`config.mk`:
```
export PLATFORM = sky130hd
export DESIGN_NAME = ordered_list_edit_engine
export DESIGN_NICKNAME = d
export VERILOG_FILES = /design/src/hw/rtl/olee_pkg.sv /design/src/hw/rtl/olee_cell.sv /design/src/hw/rtl/olee_ctrl.sv /design/src/hw/rtl/ordered_list_edit_engine.sv
export SDC_FILE = /design/constraint.sdc
export NUM_CORES = 1
export LEC_CHECK = 0
export BUFFER_PORTS_ARGS = -buffer_cell sky130_fd_sc_hd__buf_2
export CORE_UTILIZATION = 55
export DETAILED_ROUTE_END_ITERATION = 10
export MAX_ROUTING_LAYER = met4
export PLACE_DENSITY = 0.74
export SYNTH_ARGS = -nofsm -noshare
export SYNTH_HDL_FRONTEND = slang
export SYNTH_HIERARCHICAL = 1
export SYNTH_SLANG_ARGS = --single-unit
export TNS_END_PERCENT = 30
```
`constraint.sdc`:
```
create_clock -name clk -period 4.6 [get_ports clk]
set_clock_uncertainty 0.2 [all_clocks]
set_input_delay 0.23 -clock clk [delete_from_list [all_inputs] [get_ports clk]]
set_output_delay 0.23 -clock clk [all_outputs]
set_load 0.01 [all_outputs]
```
`src/hw/rtl/olee_pkg.sv`:
```
// olee_pkg: shared types and codes for the ordered list edit engine
// transaction structs, request and status codes, controller states
// no dependencies
package olee_pkg;

    localparam int VAL_W = 32;
    localparam int CNT_OUT_W = 6;

    localparam logic [2:0] REQ_APPEND     = 3'd0;
    localparam logic [2:0] REQ_COUNT      = 3'd1;
    localparam logic [2:0] REQ_REMOVE_ALL = 3'd2;
    localparam logic [2:0] REQ_REMOVE_AFT = 3'd3;
    localparam logic [2:0] REQ_INS_AFTER  = 3'd4;
    localparam logic [2:0] REQ_INS_BEFORE = 3'd5;
    localparam logic [2:0] REQ_CLEAR      = 3'd6;
    localparam logic [2:0] REQ_DUMP       = 3'd7;

    localparam logic [1:0] STAT_OK        = 2'd0;
    localparam logic [1:0] STAT_NOT_FOUND = 2'd1;
    localparam logic [1:0] STAT_FULL      = 2'd2;

    typedef struct packed {
        logic [2:0]              req_type;
        logic signed [VAL_W-1:0] key;
        logic signed [VAL_W-1:0] new_value;
    } in_t;

    typedef struct packed {
        logic [1:0]           status;
        logic [CNT_OUT_W-1:0] match_count;
        logic signed [VAL_W-1:0] entry_value;
        logic                 last;
    } out_t;

    typedef struct packed {
        logic pop;
        logic push;
    } shift_cmd_t;

    typedef enum logic [1:0] {
        ST_IDLE,
        ST_START,
        ST_SCAN,
        ST_REPLY
    } state_t;

endpackage

```
`src/hw/rtl/olee_cell.sv`:
```
// olee_cell: one list entry of the chain
// takes its right neighbor on a shift or the tail write value when addressed
// depends on olee_pkg
module olee_cell (
    input  logic                             clk,
    input  logic                             shift_en,
    input  logic                             wr_en,
    input  logic [olee_pkg::VAL_W-1:0]       wr_val,
    input  logic [olee_pkg::VAL_W-1:0]       right_val,
    output logic [olee_pkg::VAL_W-1:0]       val
);

    logic [olee_pkg::VAL_W-1:0] val_reg;
    logic [olee_pkg::VAL_W-1:0] val_next;

    always_comb
    begin
        if (wr_en)
        begin
            val_next = wr_val;
        end
        else if (shift_en)
        begin
            val_next = right_val;
        end
        else
        begin
            val_next = val_reg;
        end
    end

    always_ff @(posedge clk)
    begin
        val_reg <= val_next;
    end

    assign val = val_reg;

endmodule

```
`src/hw/rtl/olee_ctrl.sv`:
```
// olee_ctrl: request sequencer for the ordered list edit engine
// walks the list through the head cell, drives pop and tail push, holds the output register
// depends on olee_pkg
module olee_ctrl #(
    parameter int LIST_DEPTH = 32,
    parameter int CNT_W      = 6,
    parameter int IDX_W      = 5
) (
    input  logic                        clk,
    input  logic                        rst_n,
    input  logic                        in_valid,
    output logic                        in_ready,
    input  olee_pkg::in_t               in_data,
    output logic                        out_valid,
    input  logic                        out_ready,
    output olee_pkg::out_t              out_data,
    input  logic [olee_pkg::VAL_W-1:0]  head_val,
    output olee_pkg::shift_cmd_t        cmd,
    output logic [IDX_W-1:0]            wr_idx,
    output logic [olee_pkg::VAL_W-1:0]  wr_val
);

    olee_pkg::state_t state_reg, state_next;
    logic [2:0]                 req_reg, req_next;
    logic [olee_pkg::VAL_W-1:0] key_reg, key_next;
    logic [olee_pkg::VAL_W-1:0] nv_reg, nv_next;
    logic [CNT_W-1:0]           len_reg, len_next;
    logic [CNT_W-1:0]           rem_reg, rem_next;
    logic [CNT_W-1:0]           cnt_reg, cnt_next;
    logic [1:0]                 status_reg, status_next;
    logic                       found_reg, found_next;
    logic                       pend_reg, pend_next;
    logic                       flag_reg, flag_next;
    logic                       tail_reg, tail_next;
    logic                       out_valid_reg, out_valid_next;
    olee_pkg::out_t             out_data_reg, out_data_next;

    logic           out_free;
    logic           is_insert;
    logic           is_dump;
    logic           full;
    logic           match;
    logic           scan_busy;
    logic           emit;
    olee_pkg::out_t emit_data;
    logic           pop;
    logic           push;

    assign out_free  = !out_valid_reg || out_ready;
    assign is_insert = (req_reg == olee_pkg::REQ_INS_AFTER) ||
                       (req_reg == olee_pkg::REQ_INS_BEFORE);
    assign is_dump   = (req_reg == olee_pkg::REQ_DUMP);
    assign full      = (len_reg == CNT_W'(LIST_DEPTH));
    assign match     = (head_val == key_reg);
    assign scan_busy = (rem_reg != '0) || pend_reg;

    // next state
    always_comb
    begin
        state_next = state_reg;
        case (state_reg)
            olee_pkg::ST_IDLE:
            begin
                if (in_valid)
                begin
                    state_next = olee_pkg::ST_START;
                end
            end
            olee_pkg::ST_START:
            begin
                case (req_reg)
                    olee_pkg::REQ_APPEND,
                    olee_pkg::REQ_CLEAR:
                    begin
                        state_next = olee_pkg::ST_REPLY;
                    end
                    olee_pkg::REQ_INS_AFTER,
                    olee_pkg::REQ_INS_BEFORE:
                    begin
                        state_next = full ? olee_pkg::ST_REPLY : olee_pkg::ST_SCAN;
                    end
                    olee_pkg::REQ_DUMP:
                    begin
                        state_next = (len_reg == '0) ? olee_pkg::ST_REPLY
                                                     : olee_pkg::ST_SCAN;
                    end
                    default:
                    begin
                        state_next = olee_pkg::ST_SCAN;
                    end
                endcase
            end
            olee_pkg::ST_SCAN:
            begin
                if (!scan_busy)
                begin
                    state_next = is_dump ? olee_pkg::ST_IDLE : olee_pkg::ST_REPLY;
                end
            end
            olee_pkg::ST_REPLY:
            begin
                if (out_free)
                begin
                    state_next = olee_pkg::ST_IDLE;
                end
            end
            default:
            begin
                state_next = olee_pkg::ST_IDLE;
            end
        endcase
    end

    // datapath and outputs
    always_comb
    begin
        req_next    = req_reg;
        key_next    = key_reg;
        nv_next     = nv_reg;
        len_next    = len_reg;
        rem_next    = rem_reg;
        cnt_next    = cnt_reg;
        status_next = status_reg;
        found_next  = found_reg;
        pend_next   = pend_reg;
        flag_next   = flag_reg;
        tail_next   = tail_reg;
        pop         = 1'b0;
        push        = 1'b0;
        emit        = 1'b0;
        emit_data   = '0;
        in_ready    = 1'b0;

        case (state_reg)
            olee_pkg::ST_IDLE:
            begin
                in_ready = 1'b1;
                if (in_valid)
                begin
                    req_next = in_data.req_type;
                    key_next = in_data.key;
                    nv_next  = in_data.new_value;
                end
            end
            olee_pkg::ST_START:
            begin
                rem_next    = len_reg;
                cnt_next    = '0;
                found_next  = 1'b0;
                pend_next   = 1'b0;
                flag_next   = 1'b0;
                tail_next   = 1'b0;
                status_next = olee_pkg::STAT_OK;
                case (req_reg)
                    olee_pkg::REQ_APPEND:
                    begin
                        if (full)
                        begin
                            status_next = olee_pkg::STAT_FULL;
                        end
                        else
                        begin
                            tail_next = 1'b1;
                        end
                    end
                    olee_pkg::REQ_CLEAR:
                    begin
                        cnt_next = len_reg;
                        len_next = '0;
                    end
                    olee_pkg::REQ_INS_AFTER,
                    olee_pkg::REQ_INS_BEFORE:
                    begin
                        if (full)
                        begin
                            status_next = olee_pkg::STAT_FULL;
                        end
                    end
                    default:
                    begin
                    end
                endcase
            end
            olee_pkg::ST_SCAN:
            begin
                if (!scan_busy)
                begin
                    if (is_insert && !found_reg)
                    begin
                        tail_next   = 1'b1;
                        status_next = olee_pkg::STAT_NOT_FOUND;
                    end
                end
                else if (!(is_dump && !out_free))
                begin
                    if (pend_reg)
                    begin
                        // insert after: new value follows the match just pushed
                        push      = 1'b1;
                        pend_next = 1'b0;
                    end
                    else if (req_reg == olee_pkg::REQ_INS_BEFORE && !found_reg && match)
                    begin
                        push       = 1'b1;
                        found_next = 1'b1;
                    end
                    else
                    begin
                        pop      = 1'b1;
                        rem_next = rem_reg - 1'b1;
                        case (req_reg)
                            olee_pkg::REQ_COUNT:
                            begin
                                push = 1'b1;
                                if (match)
                                begin
                                    cnt_next = cnt_reg + 1'b1;
                                end
                            end
                            olee_pkg::REQ_REMOVE_ALL:
                            begin
                                push = !match;
                                if (match)
                                begin
                                    cnt_next = cnt_reg + 1'b1;
                                end
                            end
                            olee_pkg::REQ_REMOVE_AFT:
                            begin
                                if (flag_reg)
                                begin
                                    cnt_next  = cnt_reg + 1'b1;
                                    flag_next = 1'b0;
                                end
                                else
                                begin
                                    push      = 1'b1;
                                    flag_next = match;
                                end
                            end
                            olee_pkg::REQ_INS_AFTER,
                            olee_pkg::REQ_INS_BEFORE:
                            begin
                                push = 1'b1;
                                if (!found_reg && match)
                                begin
                                    found_next = 1'b1;
                                    pend_next  = (req_reg == olee_pkg::REQ_INS_AFTER);
                                end
                            end
                            olee_pkg::REQ_DUMP:
                            begin
                                push                  = 1'b1;
                                emit                  = 1'b1;
                                emit_data.entry_value = head_val;
                                emit_data.last        = (rem_reg == CNT_W'(1));
                            end
                            default:
                            begin
                                push = 1'b1;
                            end
                        endcase
                    end
                end
            end
            olee_pkg::ST_REPLY:
            begin
                if (out_free)
                begin
                    emit                  = 1'b1;
                    emit_data.status      = status_reg;
                    emit_data.match_count = olee_pkg::CNT_OUT_W'(cnt_reg);
                    emit_data.last        = 1'b1;
                    if (tail_reg)
                    begin
                        push = 1'b1;
                    end
                end
            end
            default:
            begin
            end
        endcase

        if (pop || push)
        begin
            len_next = len_reg - CNT_W'(pop) + CNT_W'(push);
        end

        out_valid_next = out_valid_reg;
        out_data_next  = out_data_reg;
        if (emit)
        begin
            out_valid_next = 1'b1;
            out_data_next  = emit_data;
        end
        else if (out_ready)
        begin
            out_valid_next = 1'b0;
        end
    end

    assign cmd.pop   = pop;
    assign cmd.push  = push;
    assign wr_idx    = IDX_W'(len_reg - CNT_W'(pop));
    // a rotation moves the head to the tail, otherwise the new value goes in
    assign wr_val    = pop ? head_val : nv_reg;
    assign out_valid = out_valid_reg;
    assign out_data  = out_data_reg;

    always_ff @(posedge clk or negedge rst_n)
    begin
        if (!rst_n)
        begin
            state_reg     <= olee_pkg::ST_IDLE;
            len_reg       <= '0;
            rem_reg       <= '0;
            found_reg     <= 1'b0;
            pend_reg      <= 1'b0;
            flag_reg      <= 1'b0;
            tail_reg      <= 1'b0;
            out_valid_reg <= 1'b0;
        end
        else
        begin
            state_reg     <= state_next;
            len_reg       <= len_next;
            rem_reg       <= rem_next;
            found_reg     <= found_next;
            pend_reg      <= pend_next;
            flag_reg      <= flag_next;
            tail_reg      <= tail_next;
            out_valid_reg <= out_valid_next;
        end
    end

    always_ff @(posedge clk)
    begin
        req_reg      <= req_next;
        key_reg      <= key_next;
        nv_reg       <= nv_next;
        cnt_reg      <= cnt_next;
        status_reg   <= status_next;
        out_data_reg <= out_data_next;
    end

endmodule

```
`src/hw/rtl/ordered_list_edit_engine.sv`:
```
// ordered_list_edit_engine: top level, a chain of entry cells and its sequencer
// depends on olee_pkg, olee_cell, olee_ctrl
//
// Keeps an ordered list of up to LIST_DEPTH signed 32-bit entries in a chain of
// cells and serves one request per input transaction. Append, clear, an insert
// into a full list and a dump of an empty list skip the scan and wait only for
// the output register. Count, both removals and insert stream the whole list once
// through the head cell, one entry per cycle, with one extra step when an insert
// finds its match; dump streams it the same way, delivers one output transaction
// per entry and slows down when out_ready is low. A new request is taken only
// after the previous one has finished.
module ordered_list_edit_engine #(
    parameter int LIST_DEPTH = 32
) (
    input  logic           clk,
    input  logic           rst_n,
    input  logic           in_valid,
    output logic           in_ready,
    input  olee_pkg::in_t  in_data,
    output logic           out_valid,
    input  logic           out_ready,
    output olee_pkg::out_t out_data
);

    localparam int CNT_W = $clog2(LIST_DEPTH + 1);
    localparam int IDX_W = $clog2(LIST_DEPTH);

    logic [olee_pkg::VAL_W-1:0] cell_val [LIST_DEPTH];
    olee_pkg::shift_cmd_t       cmd;
    logic [IDX_W-1:0]           wr_idx;
    logic [olee_pkg::VAL_W-1:0] wr_val;

    olee_ctrl #(
        .LIST_DEPTH (LIST_DEPTH),
        .CNT_W      (CNT_W),
        .IDX_W      (IDX_W)
    ) u_ctrl (
        .clk       (clk),
        .rst_n     (rst_n),
        .in_valid  (in_valid),
        .in_ready  (in_ready),
        .in_data   (in_data),
        .out_valid (out_valid),
        .out_ready (out_ready),
        .out_data  (out_data),
        .head_val  (cell_val[0]),
        .cmd       (cmd),
        .wr_idx    (wr_idx),
        .wr_val    (wr_val)
    );

    for (genvar i = 0; i < LIST_DEPTH; i++)
    begin : g_cell
        logic [olee_pkg::VAL_W-1:0] right_val;

        if (i == LIST_DEPTH - 1)
        begin : g_end
            assign right_val = cell_val[i];
        end
        else
        begin : g_mid
            assign right_val = cell_val[i + 1];
        end

        olee_cell u_cell (
            .clk       (clk),
            .shift_en  (cmd.pop),
            .wr_en     (cmd.push && (wr_idx == IDX_W'(i))),
            .wr_val    (wr_val),
            .right_val (right_val),
            .val       (cell_val[i])
        );
    end

endmodule

```
==> flow_summary.json <==
{
  "peakVddDrop_uv": 519,
  "tightest_slew_ns": 1.10,
  "clock-sinks": 1159,
  "finalNetCount": 3188,
  "stdcell_count": 4493,
  "hold_viol": 0,
  "fp.dieW_um": 318,
  "grt_pass1_vias": 27200,
  "place_hpwl_um": 64900,
  "io_buffers": 113,
  "core_area_mm2": 0.0986,
  "ys_top_cells_by_count": "edfxtp_1 (1140), mux2_4 (957), mux2_2 (99), buf_12 (98), nor2_1 (45)",
  "slew_headroom": 0.267,
  "drt-initial-drc-count": 1694,
  "largest_reg_flops": 1024,
  "ys_async_sr_fraction": 0.0164,
  "overflow": 0,
  "numCtsBuffers": 119,
  "required_ns": 4.85,
  "endpoint_kind": "flop",
  "drc": 0,
  "outcome": "finished clean",
  "max_freq_ghz": 0.223,
  "yosys-top-cells-area": "edfxtp_1 (62%), mux2_4 (26%), buf_12 (3.6%)",
  "viasPerCell": 5.59,
  "max_cap_violations": 0,
  "cts_tree": "yes",
  "crit_arrival_ns": 4.74,
  "chipHeight_um": 318,
  "min_path_type": "primary input to flop",
  "wire_per_inst_um": 23.0,
  "synthCells": 2707,
  "num_vias": 25100,
  "drv_slew": 0,
  "firstDrtPassIters": 5,
  "h-tree-depth": 3,
  "regToRegStartpoint": "g_cell[0].u_cell/val[28]",
  "dieArea_mm2": 0.101,
  "num_io_pins": 114,
  "synth.top_cell.area_share": 0.625,
  "power_density_mw_per_mm2": 695,
  "cts-root-buf": "clkbuf_16",
  "synth_area_mm2": 0.0548,
  "track_usage": 0.211,
  "synth_flop_cell": "edfxtp_1",
  "yosysWarningCount": 6,
  "crit_path_max_fanout": 9,
  "initial_utilization": 0.556,
  "antenna_found_initial": 1,
  "timing.final.crit_share": 0.975,
  "path_class": "flop to flop",
  "ys_seq_area_frac": 0.633,
  "synth_edf_count": 1140,
  "finalCoreUtilization": 0.636,
  "cts.path.max_buffers": 3,
  "fin_area_mm2": 0.0627,
  "yosys.area.top_type": "edfxtp_1",
  "drive_gt1_frac": 0.504,
  "gp_congestion": 0.913,
  "grt_first_pass_wirelength_um": 161000,
  "synth.most_common_cell": "edfxtp_1",
  "startpoint": "g_cell[0].u_cell/val[28]",
  "rows": 115,
  "setup_viol": 0,
  "total_power_w": 0.0436,
  "clk_pin_slew_ns": 0.06,
  "ys_ff_latch": 1159,
  "syn_area_per_cell_um2": 20.2,
  "p_leak_nw": 23.0,
  "min_period_ns": 4.49,
  "clkLatencyLatePin_ns": 0.73,
  "finalWirelength_um": 103000,
  "syn2layout_area_growth_pct": 14.4,
  "antenna_left": 0,
  "diodes": 0,
  "dp_cells": 4150,
  "hold_start": "in_data[32]",
  "synth_fp_nets": 2789,
  "ys_types": 63,
  "grt_max_degree": 48,
  "place_area_mm2": 0.0573,
  "hold-worst-slack_ns": 0.0388,
  "startpoint_type": "flop"
}
-- report_power, final --
group,internal [W],switching [W]
clock network,0.00589,0.00408
registers,0.0179,0.00145
logic,0.00705,0.00728
total,0.0308,0.0128
-- layout make-up --
| type | instances | area, um2 |
|---|---|---|
| clock buffer | 137 | 3050 |
| clock inverter | 84 | 1020 |
| fill | 6432 | 35900 |
| inverter | 16 | 60.1 |
| multi-input combinational | 1380 | 17900 |
| sequential | 1159 | 34700 |
| tap | 1287 | 1610 |
| timing repair buffer | 430 | 4370 |
-- cells in the final DEF, fill, tap and decap left out, drive strengths merged, types with 20 or more instances in the layout --
| cell type | synthesis | final |
|---|---|---|
| edfxtp | 1140 | 1140 |
| mux2 | 1056 | 1056 |
| buf | 138 | 315 |
| clkbuf | 14 | 140 |
| dlygate4sd3 | 0 | 112 |
| clkinv | 0 | 56 |
| nor2 | 45 | 45 |
| xor2 | 38 | 38 |
| or2 | 37 | 37 |
| and2 | 35 | 35 |
| nand2 | 29 | 29 |
| inv | 16 | 22 |
| bufinv | 0 | 20 |
-- critical path, stage by stage, from the launching register on --
cell and delay (ns):
edfxtp_1 0.48, xor2_1 0.20, nor4_1 0.43, nand4_1 0.26, nor2_4 0.15, a311o_2 0.20
inv_1 0.06, ha_1 0.19, ha_2 0.18, nor3b_1 0.15, xor2_1 0.15, buf_4 0.17
or4b_4 0.61, nor2_4 0.17, buf_12 0.15, clkbuf_16 0.15, mux2_4 0.30
-- per-layer routing --
layer,track usage,wire length (um),vias up
met2,0.371,54700,550
met1,0.254,42100,13100
met4,0.0560,2460,0
li1,-,-,11300
met5,-,0,-
met3,0.0303,3930,169
-- cells by family after synthesis --
logic type	Yosys count	share of synthesized area
mux	1059	0.283
compound gates	59	0.00792
flops	1159	0.633
xor+xnor	42	0.00671
fa+ha+maj	11	0.00251
simple gates	209	0.0208
buf+inv	168	0.0455
-- final timing paths --
kind	end	slack, ns	cells past startpoint
min in group asynchronous	u_ctrl/len_reg[2]	0.58	3
max in group asynchronous	u_ctrl/rem_reg[4]	3.01	3
max	g_cell[3].u_cell/val[12]	0.11	16
min reg2reg	u_ctrl/found_reg	0.31	2
max reg2reg	g_cell[3].u_cell/val[12]	0.11	16
min	u_ctrl/key_reg[0]	0.04	2
-- per-stage QoR --
stage / TNS (ns) / setup slack [ns]
after CTS: 0 / 0.00863
final: 0 / 0.113
after detailed placement: -104.52 / -0.285
after floorplan: -73.70 / -0.199
after global placement: -74.12 / -0.238
after global routing: -0.355 / -0.0218
-- repair_timing --
item,4_1_cts,5_1_grt
resized for setup,1,11
buffers inserted,1,5
pin swaps,2,7
setup endpoints to repair,1510,724
cloned,0,4
hold endpoints to repair,106,0
hold buffers,112,0
Note: power is estimated with default switching activity, not from simulation.
